[src/rtl/pdfr_pkg.sv]
// Shared widths, register indexes and reset values for the pulse-distance frame receiver.
package pdfr_pkg;

	localparam int TIME_W  = 32;
	localparam int REG_W   = 20;
	localparam int SHIFT_W = 32;
	localparam int BYTE_W  = 8;
	localparam int INDEX_W = 3;

	// Fixed byte positions within the 32-bit frame shift register.
	localparam int ADDR_LSB     = 24;
	localparam int ADDR_CPL_LSB = 16;
	localparam int DATA_LSB     = 8;
	localparam int DATA_CPL_LSB = 0;

	localparam logic [INDEX_W-1:0] REG_ZERO_LOW   = 3'd0;
	localparam logic [INDEX_W-1:0] REG_ZERO_HIGH  = 3'd1;
	localparam logic [INDEX_W-1:0] REG_ONE_LOW    = 3'd2;
	localparam logic [INDEX_W-1:0] REG_ONE_HIGH   = 3'd3;
	localparam logic [INDEX_W-1:0] REG_START_LOW  = 3'd4;
	localparam logic [INDEX_W-1:0] REG_START_HIGH = 3'd5;

	localparam logic [REG_W-1:0] ZERO_LOW_RST   = 20'd900;
	localparam logic [REG_W-1:0] ZERO_HIGH_RST  = 20'd1400;
	localparam logic [REG_W-1:0] ONE_LOW_RST    = 20'd1900;
	localparam logic [REG_W-1:0] ONE_HIGH_RST   = 20'd2600;
	localparam logic [REG_W-1:0] START_LOW_RST  = 20'd8000;
	localparam logic [REG_W-1:0] START_HIGH_RST = 20'd14000;

endpackage

[src/rtl/pulse_distance_frame_receiver.sv]
// Pulse-distance frame receiver: edge-interval classifier, frame shifter and result register.

// Takes one rising-edge timestamp (microseconds, wrapping at 2^32) per transaction and
// accepts a new one every clock cycle unless stalled. A timestamp is captured in an input
// register; from there one 32-bit subtract, six window compares and the frame shift are
// done, and a completed frame lands in the output register, so out_valid rises once the
// frame-completing edge has passed the input register. The only stall comes from the
// output register: while it holds an untaken result, a second frame-completing edge waits
// in the input register and in_ready drops. The user must write window registers through
// cfg_we / cfg_index / cfg_wdata only while no transaction is in flight; the block itself
// does not enforce this. Bounds are exclusive and checked in the order zero bit, one bit,
// start mark. Intervals below zero_low_us are dropped as glitches.
module pulse_distance_frame_receiver #(
	parameter int FRAME_BITS = 32
) (
	input  logic                                 clk,
	input  logic                                 arst_n,
	input  logic                                 cfg_we,
	input  logic [pdfr_pkg::INDEX_W-1:0]         cfg_index,
	input  logic [pdfr_pkg::REG_W-1:0]           cfg_wdata,
	input  logic                                 in_valid,
	output logic                                 in_ready,
	input  logic [pdfr_pkg::TIME_W-1:0]          edge_time_us,
	output logic                                 out_valid,
	input  logic                                 out_ready,
	output logic [pdfr_pkg::BYTE_W-1:0]          frame_address,
	output logic [pdfr_pkg::BYTE_W-1:0]          frame_data,
	output logic                                 check_ok
);

	localparam int CNT_W = $clog2(FRAME_BITS + 1);
	localparam logic [CNT_W-1:0] LAST_BIT = CNT_W'(FRAME_BITS - 1);

	// window registers
	logic [pdfr_pkg::REG_W-1:0] zero_low_q, zero_high_q, one_low_q, one_high_q;
	logic [pdfr_pkg::REG_W-1:0] start_low_q, start_high_q;

	// input register
	logic                        valid_s1;
	logic [pdfr_pkg::TIME_W-1:0] edge_time_s1;

	// receiver state
	logic [pdfr_pkg::TIME_W-1:0]  last_edge_q;
	logic                         have_last_q;
	logic [pdfr_pkg::SHIFT_W-1:0] shift_q;
	logic [CNT_W-1:0]             bits_q;
	logic                         armed_q;

	// result register
	logic                        out_valid_q;
	logic [pdfr_pkg::BYTE_W-1:0] addr_q, data_q;
	logic                        ok_q;

	logic [pdfr_pkg::TIME_W-1:0]  delta;
	logic                         glitch, is_zero, is_one, is_start;
	logic                         take_bit, start_hit, full;
	logic [pdfr_pkg::SHIFT_W-1:0] shift_next;
	logic                         advance_s1, load_s1;
	logic [pdfr_pkg::BYTE_W-1:0]  addr_n, addr_cpl_n, data_n, data_cpl_n;

	always_ff @(posedge clk or negedge arst_n) begin
		if (!arst_n) begin
			zero_low_q   <= pdfr_pkg::ZERO_LOW_RST;
			zero_high_q  <= pdfr_pkg::ZERO_HIGH_RST;
			one_low_q    <= pdfr_pkg::ONE_LOW_RST;
			one_high_q   <= pdfr_pkg::ONE_HIGH_RST;
			start_low_q  <= pdfr_pkg::START_LOW_RST;
			start_high_q <= pdfr_pkg::START_HIGH_RST;
		end else if (cfg_we) begin
			unique case (cfg_index)
				pdfr_pkg::REG_ZERO_LOW:   zero_low_q   <= cfg_wdata;
				pdfr_pkg::REG_ZERO_HIGH:  zero_high_q  <= cfg_wdata;
				pdfr_pkg::REG_ONE_LOW:    one_low_q    <= cfg_wdata;
				pdfr_pkg::REG_ONE_HIGH:   one_high_q   <= cfg_wdata;
				pdfr_pkg::REG_START_LOW:  start_low_q  <= cfg_wdata;
				pdfr_pkg::REG_START_HIGH: start_high_q <= cfg_wdata;
				default: ;
			endcase
		end
	end

	// classification of the interval held in the input register
	always_comb begin
		delta     = edge_time_s1 - last_edge_q;
		glitch    = delta < pdfr_pkg::TIME_W'(zero_low_q);
		is_zero   = (delta > pdfr_pkg::TIME_W'(zero_low_q)) &&
		            (delta < pdfr_pkg::TIME_W'(zero_high_q));
		is_one    = (delta > pdfr_pkg::TIME_W'(one_low_q)) &&
		            (delta < pdfr_pkg::TIME_W'(one_high_q));
		is_start  = (delta > pdfr_pkg::TIME_W'(start_low_q)) &&
		            (delta < pdfr_pkg::TIME_W'(start_high_q));
		take_bit  = have_last_q && !glitch && armed_q && (is_zero || is_one);
		start_hit = have_last_q && !glitch && !is_zero && !is_one && is_start;
		full      = take_bit && (bits_q == LAST_BIT);
		// zero window wins when both bit windows match
		shift_next = {shift_q[pdfr_pkg::SHIFT_W-2:0], !is_zero};
		addr_n     = shift_next[pdfr_pkg::ADDR_LSB     +: pdfr_pkg::BYTE_W];
		addr_cpl_n = shift_next[pdfr_pkg::ADDR_CPL_LSB +: pdfr_pkg::BYTE_W];
		data_n     = shift_next[pdfr_pkg::DATA_LSB     +: pdfr_pkg::BYTE_W];
		data_cpl_n = shift_next[pdfr_pkg::DATA_CPL_LSB +: pdfr_pkg::BYTE_W];
	end

	// only a frame-completing transaction has to wait for a free output register
	assign advance_s1 = valid_s1 && !(full && out_valid_q && !out_ready);
	assign in_ready   = !valid_s1 || advance_s1;
	assign load_s1    = in_valid && in_ready;

	always_ff @(posedge clk or negedge arst_n) begin
		if (!arst_n) begin
			valid_s1 <= 1'b0;
		end else if (in_ready) begin
			valid_s1 <= in_valid;
		end
	end

	always_ff @(posedge clk) begin
		if (load_s1) begin
			edge_time_s1 <= edge_time_us;
		end
	end

	always_ff @(posedge clk or negedge arst_n) begin
		if (!arst_n) begin
			last_edge_q <= '0;
			have_last_q <= 1'b0;
			shift_q     <= '0;
			bits_q      <= '0;
			armed_q     <= 1'b0;
		end else if (advance_s1) begin
			priority if (!have_last_q) begin
				last_edge_q <= edge_time_s1;
				have_last_q <= 1'b1;
			end else if (!glitch) begin
				last_edge_q <= edge_time_s1;
				if (take_bit) begin
					shift_q <= shift_next;
					bits_q  <= bits_q + CNT_W'(1);
					if (full) begin
						armed_q <= 1'b0;
					end
				end else if (start_hit) begin
					shift_q <= '0;
					bits_q  <= '0;
					armed_q <= 1'b1;
				end
			end else begin
				// glitch: edge time and frame hold
			end
		end
	end

	always_ff @(posedge clk or negedge arst_n) begin
		if (!arst_n) begin
			out_valid_q <= 1'b0;
		end else if (advance_s1 && full) begin
			out_valid_q <= 1'b1;
		end else if (out_ready) begin
			out_valid_q <= 1'b0;
		end
	end

	always_ff @(posedge clk) begin
		if (advance_s1 && full) begin
			addr_q <= addr_n;
			data_q <= data_n;
			ok_q   <= (addr_cpl_n == ~addr_n) && (data_cpl_n == ~data_n);
		end
	end

	assign out_valid     = out_valid_q;
	assign frame_address = addr_q;
	assign frame_data    = data_q;
	assign check_ok      = ok_q;

endmodule

[config.mk]
export PLATFORM = sky130hd
export DESIGN_NAME = pulse_distance_frame_receiver
export DESIGN_NICKNAME = d
export VERILOG_FILES = /design/src/rtl/pdfr_pkg.sv /design/src/rtl/pulse_distance_frame_receiver.sv
export SDC_FILE = /design/constraint.sdc
export NUM_CORES = 1
export LEC_CHECK = 0
export BUFFER_PORTS_ARGS = -buffer_cell sky130_fd_sc_hd__buf_2
export CORE_MARGIN = 2
export CORE_UTILIZATION = 56
export CTS_CLUSTER_DIAMETER = 60
export CTS_CLUSTER_SIZE = 14
export DETAILED_ROUTE_END_ITERATION = 8
export PLACE_DENSITY = 0.76
export SLEW_MARGIN = 30
export SYNTH_ARGS = -nofsm -noshare
export SYNTH_HDL_FRONTEND = slang
export SYNTH_SLANG_ARGS = --single-unit
[constraint.sdc]
create_clock -name clk -period 6.2 [get_ports clk]
set_input_delay 0.31 -clock clk [delete_from_list [all_inputs] [get_ports clk]]
set_output_delay 0.31 -clock clk [all_outputs]
set_load 0.05 [all_outputs]
==> impl_metrics.py <==
metrics = {
    "sta": {
        "setup_tns_ps": 0,
        "drv_slew": 0,
        "layout_setup_ws_ps": 247.2,
        "finClkSkew_ps": 23.78,
        "max_freq_ghz": 0.1680,
        "finalHoldViolations": 0,
        "hold_ws_ps": 20.98,
        "period_minus_slack_ps": 5953,
        "rsz0062_at_grt": "yes",
        "tightest_slew_ps": 970.7,
        "setup_violations": 0,
        "final.period_utilization_pct": 96.01,
        "slew_headroom_pct": 34.83,
    },
    "drt": {
        "route.met3.wl_um": 2345,
        "vias": 10940,
        "met1_length_um": 15410,
        "ant_nets": 0,
        "drt_iter0_markers": 985,
        "routed.top_layer": "met4",
        "routed_wl_um": 34940,
        "drc_errors": 0,
        "wl_per_cell_um": 18.49,
        "drtPass1Iterations": 5,
        "wl_met2_um": 16370,
        "drt-vias-per-instance": 5.789,
    },
    "yosys": {
        "ys_types": 79,
        "synth_seq_cells": 242,
        "postSynthAreaPerCell_um2": 9.970,
        "synth_commonest_cells": "inv_1, nand2_1, dfrtp_1",
        "syn_nets": 1645,
        "syn_area_um2": 14310,
        "async_reset_ff_share_pct": 79.75,
        "synth_edf_count": 49,
        "yosysTopAreaCell": "dfrtp_1",
        "netlist_instances": 1435,
        "yosys-top-cells-area": "dfrtp_1, ha_1, edfxtp_1",
        "ys.flop_type": "dfrtp_1",
        "synth_top_area_share_pct": 27.81,
        "synth.most_common_cell": "inv_1",
        "synth.yosys.seq_area_share_pct": 44.34,
        "yosys_warnings": 0,
    },
    "finish": {
        "final_cell_area_um2": 16210,
        "fin_util_pct": 64.57,
        "drive_gt1_share_pct": 16.93,
        "fillers": 2018,
        "antenna_cells": 0,
        "nets": 1751,
        "final_cells": 1889,
        "area_growth_pct": 13.31,
    },
    "cts": {
        "cts_sinks": 242,
        "cts_buffers": 24,
        "htreeDepth": 1,
        "clkLatencyLatePin_ps": 540,
        "cts-root-buf": "clkbuf_16",
        "cts_tree": "done",
        "cts.path.max_buffers": 3,
        "clk_pin_slew_ps": 60,
    },
    "placement": {
        "post-place-ws_ps": 496.3,
        "placed_cells": 1812,
        "dp_hpwl_um": 25000,
        "portBuffers": 78,
        "place.gp.congestion": 0.9584,
        "dpl_cell_area_um2": 15100,
    },
    "critical_path": {
        "crit_buf_inv": 4,
        "path_class": "register to output pin",
        "r2r-end": "edge_time_s1[0]",
        "r2r_start": "edge_time_s1[0]",
        "critical_path.top_delay_family": "compound AO/OA/AOI/OAI gates",
        "rr_worst_depth": 21,
        "crit_path_end_kind": "output pin",
        "crit_path_start_kind": "register",
        "crit_path_frequent_cell": "a21o_1",
        "path_cells": "inv_1, ha_1, inv_1, fa_1, a21o_1, a221o_2, a211oi_2, o21bai_1, xor2_1, buf_4, ha_1, a21o_1, a21o_1, a21o_1, a221o_1, a211oi_1, a41oi_1, nor3_1, nand4_1, buf_2",
        "worst_path_max_delay_cell": "a221o_2",
        "cp.arrival_ps": 5640,
        "critPathMaxStageDelay_ps": 460,
        "cp_max_fo": 6,
        "regToRegSetupSlack_ps": 570,
        "cp.required_ps": 5890,
    },
    "floorplanning": {
        "io_pins": 79,
        "die_h_um": 163.8,
        "core_um2": 25110,
        "die_area_um2": 26840,
        "die_width_um": 163.8,
        "initial_core_util_pct": 56.98,
        "rows": 58,
    },
    "grt": {
        "grt_pass1_wl_um": 56660,
        "grt_max_degree": 91,
        "antenna_found_initial": 0,
        "grt_pass1_vias": 10880,
        "grt_usage_pct": 26.62,
        "overflow": 0,
    },
    "job": {
        "drv_cap": 0,
    },
    "min_path": {
        "min_path_type": "input port to register",
        "hp-start": "in_valid",
        "hold_path_end": "valid_s1",
        "whs_path_depth": 2,
    },
    "power_and_ir_drop": {
        "ir_drop_mv": 0.2561,
        "powerDensity_nw_per_um2": 341.4,
        "total_power_mw": 5.535,
        "p_leak_nw": 7.794,
    },
    "run_status": {
        "status": "completed",
    },
}
[worst max-delay path by stage]
stage	to	start	cells after the start	slack (ps)
2_1_floorplan	check_ok	edge_time_s1[0]	18	80
3_3_place_gp	shift_q[1]	edge_time_s1[0]	22	710
3_5_place_dp	shift_q[4]	edge_time_s1[0]	22	500
4_1_cts	in_ready	edge_time_s1[0]	20	320
5_1_grt	in_ready	edge_time_s1[0]	20	-40
6_report	in_ready	edge_time_s1[0]	20	250
[placed cells by master, fill, tap and decap left out, types with 37 or more instances in the layout]
cell / count
dfrtp_1: 159
ha_1: 149
nor2_1: 46
inv_1: 190
mux2_2: 47
buf_2: 77
a21oi_1: 66
edfxtp_1: 49
nand4_1: 37
o21ai_0: 146
nand2_1: 161
[worst reg2reg max path, stage by stage (launching register included)]
cell      delay, ps
edfxtp_1        380
inv_1            70
ha_1            170
inv_1            60
fa_1            390
a21o_1          190
a221o_2         460
a211oi_2        350
o21bai_1        190
xor2_1          190
buf_4           190
ha_1            290
a21o_1          190
a21o_1          180
a21o_1          180
a221o_1         330
a211oi_1        230
a41oi_1         170
nor3_1          410
nand4_1         240
and2_1          220
buf_4           260
[registers in the layout, indices dropped and copies added, names as in the netlist]
name           count
edge_time_s1      32
last_edge_q       32
shift_q           31
one_high_q        20
one_low_q         20
start_high_q      20
start_low_q       20
zero_high_q       20
zero_low_q        20
frame_address      8
frame_data         8
bits_q             6
armed_q            1
check_ok           1
have_last_q        1
out_valid          1
valid_s1           1
[metal layers]
metal,GRT usage [%],up-vias
li1,-,5245
met1,36.14,5294
met2,44.35,329
met3,4.773,68
met4,6.818,0
met5,0,-
[layout make-up]
class                      instances  area [µm²]  area share, %
clock buffer                      37       690.7          4.260
clock inverter                     7       56.30         0.3473
inverter                         190       713.2          4.399
multi-input combinational        955        7126          43.95
sequential                       242        6344          39.13
tap                              330       412.9          2.547
timing repair buffer             128       869.6          5.364
[cell families after synthesis]
| family | after synthesis | share of synthesized area (%) |
|---|---|---|
| flip-flops | 242 | 44.34 |
| multiplexers | 78 | 6.917 |
| AO/OA/AOI/OAI | 340 | 14.65 |
| buffers and inverters | 238 | 6.498 |
| AND/OR/NAND/NOR | 350 | 12.16 |
| adder cells (fa/ha/maj) | 150 | 13.17 |
| XOR/XNOR | 37 | 2.265 |
[power by group]
part / total, mW / internal (mW) / switching (mW)
logic: 2.16 / 0.874 / 1.29
registers: 1.96 / 1.87 / 0.0881
clock network: 1.42 / 0.778 / 0.640
total: 5.53 / 3.52 / 2.01
[timing repair]
item / CTS / global route
hold buffers: 33 / 0
hold endpoints to repair: 114 / 0
endpoints found under the setup margin: 0 / 48
setup buffers: 0 / 0
resized for setup: 0 / 3
Note: power is estimated with default switching activity, not from simulation.
